<file path="src/rtl/core/msrr_pkg.sv">
`timescale 1ns / 1ps

package msrr_pkg;

    // command codes on the func field
    localparam logic [1:0] FUNC_TICK     = 2'd0;
    localparam logic [1:0] FUNC_REGULATE = 2'd1;
    localparam logic [1:0] FUNC_FORCE    = 2'd2;

    // direction codes, the fourth code reads as stopped
    localparam logic [1:0] DIR_STOP = 2'd0;
    localparam logic [1:0] DIR_FWD  = 2'd1;
    localparam logic [1:0] DIR_BWD  = 2'd2;
    localparam logic [1:0] DIR_BAD  = 2'd3;

    // configuration register indexes
    localparam logic CFG_STEP_SIZE   = 1'b0;
    localparam logic CFG_FLOOR_SPEED = 1'b1;

    localparam int FUNC_W = 2;
    localparam int DIR_W  = 2;

    function automatic logic [1:0] norm_dir(input logic [1:0] d);
        norm_dir = (d == DIR_BAD) ? DIR_STOP : d;
    endfunction

endpackage

</file>
<file path="src/rtl/core/msrr_cfg.sv">
`timescale 1ns / 1ps

module msrr_cfg #(
    parameter int SPEED_BITS = 16
) (
    input  logic                  clk,
    input  logic                  rst_n,
    input  logic                  cfg_we,
    input  logic                  cfg_addr,
    input  logic [SPEED_BITS-1:0] cfg_wdata,
    output logic [SPEED_BITS-1:0] step_size,
    output logic [SPEED_BITS-1:0] eff_min
);

    logic [SPEED_BITS-1:0] step_reg;
    logic [SPEED_BITS-1:0] min_reg;

    always_ff @(posedge clk or negedge rst_n)
    begin
        if (!rst_n)
        begin
            step_reg <= SPEED_BITS'(1);
            min_reg  <= SPEED_BITS'(1);
        end
        else if (cfg_we)
        begin
            if (cfg_addr == msrr_pkg::CFG_STEP_SIZE)
                step_reg <= cfg_wdata;
            else
                min_reg <= cfg_wdata;
        end
    end

    assign step_size = step_reg;
    // running minimum never drops below one step
    assign eff_min   = (min_reg < step_reg) ? step_reg : min_reg;

endmodule

</file>
<file path="src/rtl/core/msrr_step.sv">
`timescale 1ns / 1ps

module msrr_step #(
    parameter int SPEED_BITS = 16
) (
    input  logic [1:0]            func,
    input  logic [SPEED_BITS-1:0] speed,
    input  logic [1:0]            direction,
    input  logic [SPEED_BITS-1:0] step_size,
    input  logic [SPEED_BITS-1:0] eff_min,
    input  logic [SPEED_BITS-1:0] cur_speed,
    input  logic [1:0]            cur_dir,
    input  logic [SPEED_BITS-1:0] tgt_speed,
    input  logic [1:0]            tgt_dir,
    output logic [SPEED_BITS-1:0] cur_speed_next,
    output logic [1:0]            cur_dir_next,
    output logic [SPEED_BITS-1:0] tgt_speed_next,
    output logic [1:0]            tgt_dir_next,
    output logic                  update
);

    logic [1:0]            dir_n;
    logic [SPEED_BITS-1:0] up_gap;
    logic [SPEED_BITS-1:0] down_gap;
    logic [SPEED_BITS-1:0] reg_speed;

    assign dir_n    = msrr_pkg::norm_dir(direction);
    assign up_gap   = tgt_speed - cur_speed;
    assign down_gap = cur_speed - tgt_speed;

    always_comb
    begin
        cur_speed_next = cur_speed;
        cur_dir_next   = cur_dir;
        tgt_speed_next = tgt_speed;
        tgt_dir_next   = tgt_dir;
        update         = 1'b0;
        reg_speed      = speed;

        case (func)
            msrr_pkg::FUNC_TICK:
            begin
                if (!(cur_speed == tgt_speed && cur_dir == tgt_dir))
                begin
                    update = 1'b1;
                    if (cur_dir != msrr_pkg::DIR_STOP && cur_dir != tgt_dir)
                    begin
                        // reversing: slow down to the minimum first
                        if (cur_speed <= eff_min)
                        begin
                            cur_speed_next = (tgt_dir == msrr_pkg::DIR_STOP) ?
                                             '0 : eff_min;
                            cur_dir_next   = tgt_dir;
                        end
                        else
                            cur_speed_next = cur_speed - step_size;
                    end
                    else
                    begin
                        cur_dir_next = tgt_dir;
                        if (cur_speed < tgt_speed)
                            cur_speed_next = (up_gap < step_size) ?
                                             tgt_speed : cur_speed + step_size;
                        else
                            cur_speed_next = (down_gap < step_size) ?
                                             tgt_speed : cur_speed - step_size;
                    end
                end
            end
            msrr_pkg::FUNC_REGULATE:
            begin
                if (dir_n == msrr_pkg::DIR_STOP)
                    reg_speed = '0;
                else if (speed < eff_min)
                    reg_speed = eff_min;
                tgt_speed_next = reg_speed;
                tgt_dir_next   = dir_n;
                if (cur_dir == msrr_pkg::DIR_STOP)
                begin
                    cur_speed_next = (dir_n == msrr_pkg::DIR_STOP) ? '0 : eff_min;
                    cur_dir_next   = dir_n;
                    update         = 1'b1;
                end
            end
            msrr_pkg::FUNC_FORCE:
            begin
                tgt_speed_next = speed;
                cur_speed_next = speed;
                tgt_dir_next   = dir_n;
                cur_dir_next   = dir_n;
                update         = 1'b1;
            end
            default:
            begin
                update = 1'b0;
            end
        endcase
    end

endmodule

</file>
<file path="src/rtl/core/motor_speed_ramp_reversal_top.sv">
`timescale 1ns / 1ps

// Ramps one motor toward a commanded speed and direction. Each input item is a
// tick, a regulate or a force command; each yields exactly one result item with
// the speed and direction now applied and a flag telling whether the driver was
// written. One item is taken every cycle unless m_tready stalls the output; an
// accepted item sits in the input register, and the state and the result
// register are updated together when it moves on. Each item reads the speed
// state and writes it back before the next item uses it. Configuration
// (step_size index 0, floor speed index 1) must be written by the user only
// while no item is in flight; the block itself does not enforce it.
module motor_speed_ramp_reversal_top #(
    parameter int SPEED_BITS = 16
) (
    input  logic                  clk,
    input  logic                  rst_n,
    input  logic                  s_tvalid,
    output logic                  s_tready,
    // func, speed, direction (lowest bit up), zero padded
    input  logic [(msrr_pkg::FUNC_W + SPEED_BITS + msrr_pkg::DIR_W + 7) / 8 * 8 - 1:0] s_tdata,
    output logic                  m_tvalid,
    input  logic                  m_tready,
    // drive_speed, drive_direction (lowest bit up), zero padded
    output logic [(SPEED_BITS + msrr_pkg::DIR_W + 7) / 8 * 8 - 1:0] m_tdata,
    // drive_update
    output logic                  m_tuser,
    input  logic                  cfg_we,
    input  logic                  cfg_addr,
    input  logic [SPEED_BITS-1:0] cfg_wdata
);

    localparam int OUT_BITS = SPEED_BITS + msrr_pkg::DIR_W;
    localparam int OUT_W    = ((OUT_BITS + 7) / 8) * 8;

    logic                  in_valid_reg;
    logic [1:0]            in_func_reg;
    logic [SPEED_BITS-1:0] in_speed_reg;
    logic [1:0]            in_dir_reg;

    logic                  out_valid_reg;
    logic                  out_upd_reg;

    logic [SPEED_BITS-1:0] cur_speed_reg, cur_speed_next;
    logic [1:0]            cur_dir_reg, cur_dir_next;
    logic [SPEED_BITS-1:0] tgt_speed_reg, tgt_speed_next;
    logic [1:0]            tgt_dir_reg, tgt_dir_next;
    logic                  upd_next;

    logic [SPEED_BITS-1:0] step_size;
    logic [SPEED_BITS-1:0] eff_min;

    logic advance;
    logic fire;

    assign advance  = !out_valid_reg || m_tready;
    assign fire     = in_valid_reg && advance;
    assign s_tready = !in_valid_reg || advance;

    msrr_cfg #(
        .SPEED_BITS (SPEED_BITS)
    ) u_cfg (
        .clk       (clk),
        .rst_n     (rst_n),
        .cfg_we    (cfg_we),
        .cfg_addr  (cfg_addr),
        .cfg_wdata (cfg_wdata),
        .step_size (step_size),
        .eff_min   (eff_min)
    );

    msrr_step #(
        .SPEED_BITS (SPEED_BITS)
    ) u_step (
        .func           (in_func_reg),
        .speed          (in_speed_reg),
        .direction      (in_dir_reg),
        .step_size      (step_size),
        .eff_min        (eff_min),
        .cur_speed      (cur_speed_reg),
        .cur_dir        (cur_dir_reg),
        .tgt_speed      (tgt_speed_reg),
        .tgt_dir        (tgt_dir_reg),
        .cur_speed_next (cur_speed_next),
        .cur_dir_next   (cur_dir_next),
        .tgt_speed_next (tgt_speed_next),
        .tgt_dir_next   (tgt_dir_next),
        .update         (upd_next)
    );

    // input stage
    always_ff @(posedge clk or negedge rst_n)
    begin
        if (!rst_n)
            in_valid_reg <= 1'b0;
        else if (s_tready)
            in_valid_reg <= s_tvalid;
    end

    always_ff @(posedge clk)
    begin
        if (s_tready && s_tvalid)
        begin
            in_func_reg  <= s_tdata[msrr_pkg::FUNC_W-1:0];
            in_speed_reg <= s_tdata[msrr_pkg::FUNC_W +: SPEED_BITS];
            in_dir_reg   <= s_tdata[msrr_pkg::FUNC_W + SPEED_BITS +: msrr_pkg::DIR_W];
        end
    end

    // motor state and result stage
    always_ff @(posedge clk or negedge rst_n)
    begin
        if (!rst_n)
        begin
            out_valid_reg <= 1'b0;
            cur_speed_reg <= '0;
            cur_dir_reg   <= msrr_pkg::DIR_STOP;
            tgt_speed_reg <= '0;
            tgt_dir_reg   <= msrr_pkg::DIR_STOP;
        end
        else
        begin
            if (advance)
                out_valid_reg <= in_valid_reg;
            if (fire)
            begin
                cur_speed_reg <= cur_speed_next;
                cur_dir_reg   <= cur_dir_next;
                tgt_speed_reg <= tgt_speed_next;
                tgt_dir_reg   <= tgt_dir_next;
            end
        end
    end

    always_ff @(posedge clk)
    begin
        if (fire)
            out_upd_reg <= upd_next;
    end

    // the result fields are the state itself after the item
    assign m_tvalid = out_valid_reg;
    assign m_tdata  = OUT_W'({cur_dir_reg, cur_speed_reg});
    assign m_tuser  = out_upd_reg;

    a_dir_legal : assert property (@(posedge clk) disable iff (!rst_n)
        cur_dir_reg != msrr_pkg::DIR_BAD && tgt_dir_reg != msrr_pkg::DIR_BAD)
        else $error("direction state holds the unused code");

    a_stall_src : assert property (@(posedge clk) disable iff (!rst_n)
        !s_tready |-> (in_valid_reg && out_valid_reg && !m_tready))
        else $error("input stalled without a full pipeline");

    a_no_update_hold : assert property (@(posedge clk) disable iff (!rst_n)
        (fire && !upd_next) |=> ($stable(cur_speed_reg) && $stable(cur_dir_reg)))
        else $error("drive setting changed on an item flagged as no update");

endmodule

</file>
<file path="config.mk">
export PLATFORM = sky130hd
export DESIGN_NAME = motor_speed_ramp_reversal_top
export DESIGN_NICKNAME = d
export VERILOG_FILES = /design/src/rtl/core/msrr_pkg.sv /design/src/rtl/core/msrr_cfg.sv /design/src/rtl/core/msrr_step.sv /design/src/rtl/core/motor_speed_ramp_reversal_top.sv
export SDC_FILE = /design/constraint.sdc
export NUM_CORES = 1
export LEC_CHECK = 0
export ABC_AREA = 0
export BUFFER_PORTS_ARGS = -buffer_cell sky130_fd_sc_hd__buf_4
export CAP_MARGIN = 10
export CORE_MARGIN = 4
export CORE_UTILIZATION = 45
export CTS_CLUSTER_DIAMETER = 40
export DETAILED_ROUTE_END_ITERATION = 6
export SLEW_MARGIN = 20
export SYNTH_ARGS = -nofsm -noshare
export SYNTH_HDL_FRONTEND = slang
export SYNTH_SLANG_ARGS = --single-unit
</file>
<file path="constraint.sdc">
create_clock -name clk -period 4.8 [get_ports clk]
set_input_delay 0.24 -clock clk [delete_from_list [all_inputs] [get_ports clk]]
set_output_delay 0.24 -clock clk [all_outputs]
set_load 0.005 [all_outputs]
</file>
==> results.md <==
Timing:
- Based on the critical path, the design can be clocked at up to 205 MHz.
- For the pin with the worst max-slew slack, the measured transition is 1050 ps.
- Setup repair after global routing could not meet its margin everywhere.
- Counting I/O delays and the setup requirement, the final critical path takes 4870 ps.
- The clock arrives with 9.19 ps of skew.
- The number of hold violations in the final report was 0.
- The number of endpoints failing setup at the final stage is 7.
- Dividing the final minimum period by the clock period gives 1.01.
- The final-report max-slew violation count is 0.
- Headroom to the max-slew limit came out at 0.291.
- Setup slack on the critical path of the routed design comes to -71.3 ps.
- The accumulated negative setup slack is -236 ps.

Synth:
- By area the synthesized netlist is led by ha_1 19%, dfrtp_1 18%, edfxtp_1 6.6%, o21ai_0 4.6%, nor2_1 4.1%.
- Of all cell types, the one taking the most synthesized area is ha_1.
- Synthesis inferred 91 register bits.
- Among all flip-flop cells after synthesis, the most frequent one is dfrtp_1.
- During synthesis, Yosys emitted a total of 0 warnings.
- In the synthesized netlist, the cells that appear most often are 141 x ha_1, 103 x nor2_1, 99 x nand2_1, 88 x o21ai_0, 80 x inv_1.
- The count of unique library cells instantiated by Yosys is 80.
- Yosys instantiated no cell more often than ha_1.
- The proportion of register bits with asynchronous set or reset after synthesis is 0.769.
- Each instance of the synthesized netlist takes up on average 8.38 µm².
- The count of flip-flops with a built-in enable after synthesis is 21.
- The summed instance area of the synthesized netlist is 9520 µm².
- Of the synthesized area, sequential elements account for 0.251.
- Synthesis handed over a netlist of 1135 instances.
- Of the post-synthesis cell area, the dominant cell type holds 0.185.

Setup path:
- In this run the critical register-to-register path is captured at cur_speed_reg[2].
- The critical path is of the reg -> reg type.
- In this run the worst path has a maximum fanout of 8.
- In this run the critical register-to-register path is launched from u_cfg.step_size[10].
- The setup slack of the most critical reg-to-reg path is -70 ps.
- The worst setup path is captured at a flop.
- The signal arrival time at the worst endpoint is 5150 ps.
- The type of origin of the critical path is a flop.
- The most critical setup path has its endpoint at cur_speed_reg[2].
- The cell count of the worst reg-to-reg path is 22.
- The most critical setup path has its startpoint at u_cfg.step_size[10].
- At the worst endpoint, the required time is 5080 ps.

Route:
- The number of vias per cell is 5.94.
- In the final routed layout, each cell accounts on average for 20.8 µm.
- The detailed router placed 9418 vias in this run.
- The final wirelength is 33000 µm.
- The detail route stage leaves a number of antenna-violating nets equal to 0.
- The first-iteration detailed-routing DRC count is 741.
- The number of remaining DRC errors is 0.
- The total iterations of the first detailed-routing run is 5.

Cells and area:
- The fraction of layout instances using a drive strength above 1 is 0.252.
- The post-layout instance count excluding filler cells is 1585.
- The final net count is 1501.
- The repair_antennas step left the layout with diodes totalling 0.
- Relative to the synthesized area, the layout overhead comes to 25.1%.
- Measured on the finished design, the core utilization comes to 0.581.

Clock tree:
- CTS placed an instance of clkbuf_16 at the clock tree root.
- The H-tree depth is 3.
- The clock network latency to the later pin of the worst-skew pair is 370 ps.
- In this run, post-CTS hold repair placed 0 buffers.
- TritonCTS built the clock tree.
- The number of buffers created by CTS is 9.
- After clock tree synthesis, the clock-pin slew on the worst setup and hold paths is 80 ps.
- No sink is reached through more buffers than the 2 on the longest clock path.
- CTS saw 91 sinks.

Worst hold path:
- The class of the most critical hold timing path is in -> async.

Die:
- Measured along the y axis, the die boundary spans 153 µm.
- The initial utilization of the core area, before any placement, comes to 0.464.
- From left edge to right edge, the die measures 153 µm.
- The area of the die is 23500 µm².
- In this run the core area contains 52 standard-cell rows.
- The I/O pin count is 73.
- The core region is 20500 µm².

Global routing:
- The number of antenna violations at the first check in global routing is 0.
- Entering global routing, the biggest net connects 71 pins.
- The total congestion overflow after global routing is 0.
- The first-pass GRT wire length is 50200 µm.
- The number of global-route vias before repair is 9031.
- The global router's overall resource usage is 0.269.

Place:
- Detailed placement finished with a half-perimeter wire length of 25800 µm.
- In this run, placement finished with an instance count of 1549.
- The congestion estimate from routability-driven global placement came to 0.949.
- The number of input and output port buffers inserted is 62.

Run:
- The number of max-cap violations is 0.

Outcome:
- The flow ran to the end, but the final reports show violations.
- The checks that failed: setup timing.
-- cell usage in the layout, fill, tap and decap left out, types with 14 or more instances in the layout --
cell type / instances
o211ai_1: 14
ha_1: 140
nand4_1: 17
buf_4: 203
a21oi_1: 69
nand2b_1: 17
inv_1: 78
dfrtp_1: 68
o21ai_0: 73
mux2_2: 24
a21o_1: 33
edfxtp_1: 21
nor2_1: 100
o21ai_1: 25
a221o_1: 16
xnor2_1: 32
nand2_1: 98
nor3_1: 15
-- critical path: stages (launching register included) --
cell and delay (ps):
dfrtp_1 380, inv_1 70, ha_1 290, nand4_1 260
or2_1 320, o41a_1 390, nand3_4 180, buf_4 150
mux2i_1 170, buf_4 130, inv_2 30, ha_1 270
nand3_1 90, nor4_2 350, o21bai_4 200, and2_1 170
a221oi_2 80, o31ai_4 450, buf_4 190, clkbuf_16 130
nand2_1 50, o31a_1 130, a221oi_2 280
-- kinds of logic (layout without fill, tap and decap cells) --
family                     Yosys count  count (layout)  synth area share
buffers and inverters              135             309            0.0603
adders and majority gates          145             145             0.194
xor gates and xnor gates            43              43            0.0396
DFF                                 91              91             0.251
AOI/OAI and AO/OA                  375             375             0.267
and+or+nand+nor                    316             317             0.155
other                                1               6          0.000394
muxes                               29              29            0.0337
-- how the worst min path moves through the flow --
stage	end	slack, ps	cells after the start
floorplan	cur_dir_reg[0]	-60	0
global placement	in_speed_reg[8]	420	1
detailed placement	in_speed_reg[1]	420	1
CTS	in_speed_reg[1]	40	1
global route	in_speed_reg[1]	40	1
finish	u_cfg.step_size[2]	30	1
-- what timing repair did --
item,CTS,global route
pin swaps,17,59
resized for setup,24,71
endpoints found under the hold margin,0,0
endpoints found under the setup margin,18,33
cloned,0,2
setup buffers,5,15
-- metal layers --
metal  share of wire  global-route usage
met4           0.049               0.114
met5               0                   0
met2            0.45               0.434
met3           0.049              0.0362
met1            0.45               0.365
-- cell type report --
type | count | area, µm²
fill | 1955 | 8590
multi-input combinational | 915 | 6940
sequential | 91 | 2380
timing repair buffer | 212 | 1650
tap | 270 | 338
inverter | 81 | 304
clock buffer | 9 | 225
clock inverter | 7 | 68.8
-- per-stage QoR --
step                hold slack (ps)  instance area (µm²)  setup WS [ps]
global placement                418                11100           -178
floorplan                     -55.6                 9540            187
global route                   41.1                11900           -221
detailed placement              419                11100           -289
finish                         25.6                11900          -71.3
CTS                            41.3                11500           2.10
Power is left out: the tool's default activity adds up to more than one toggle a clock period on the data nets, which glitch-free logic cannot reach.
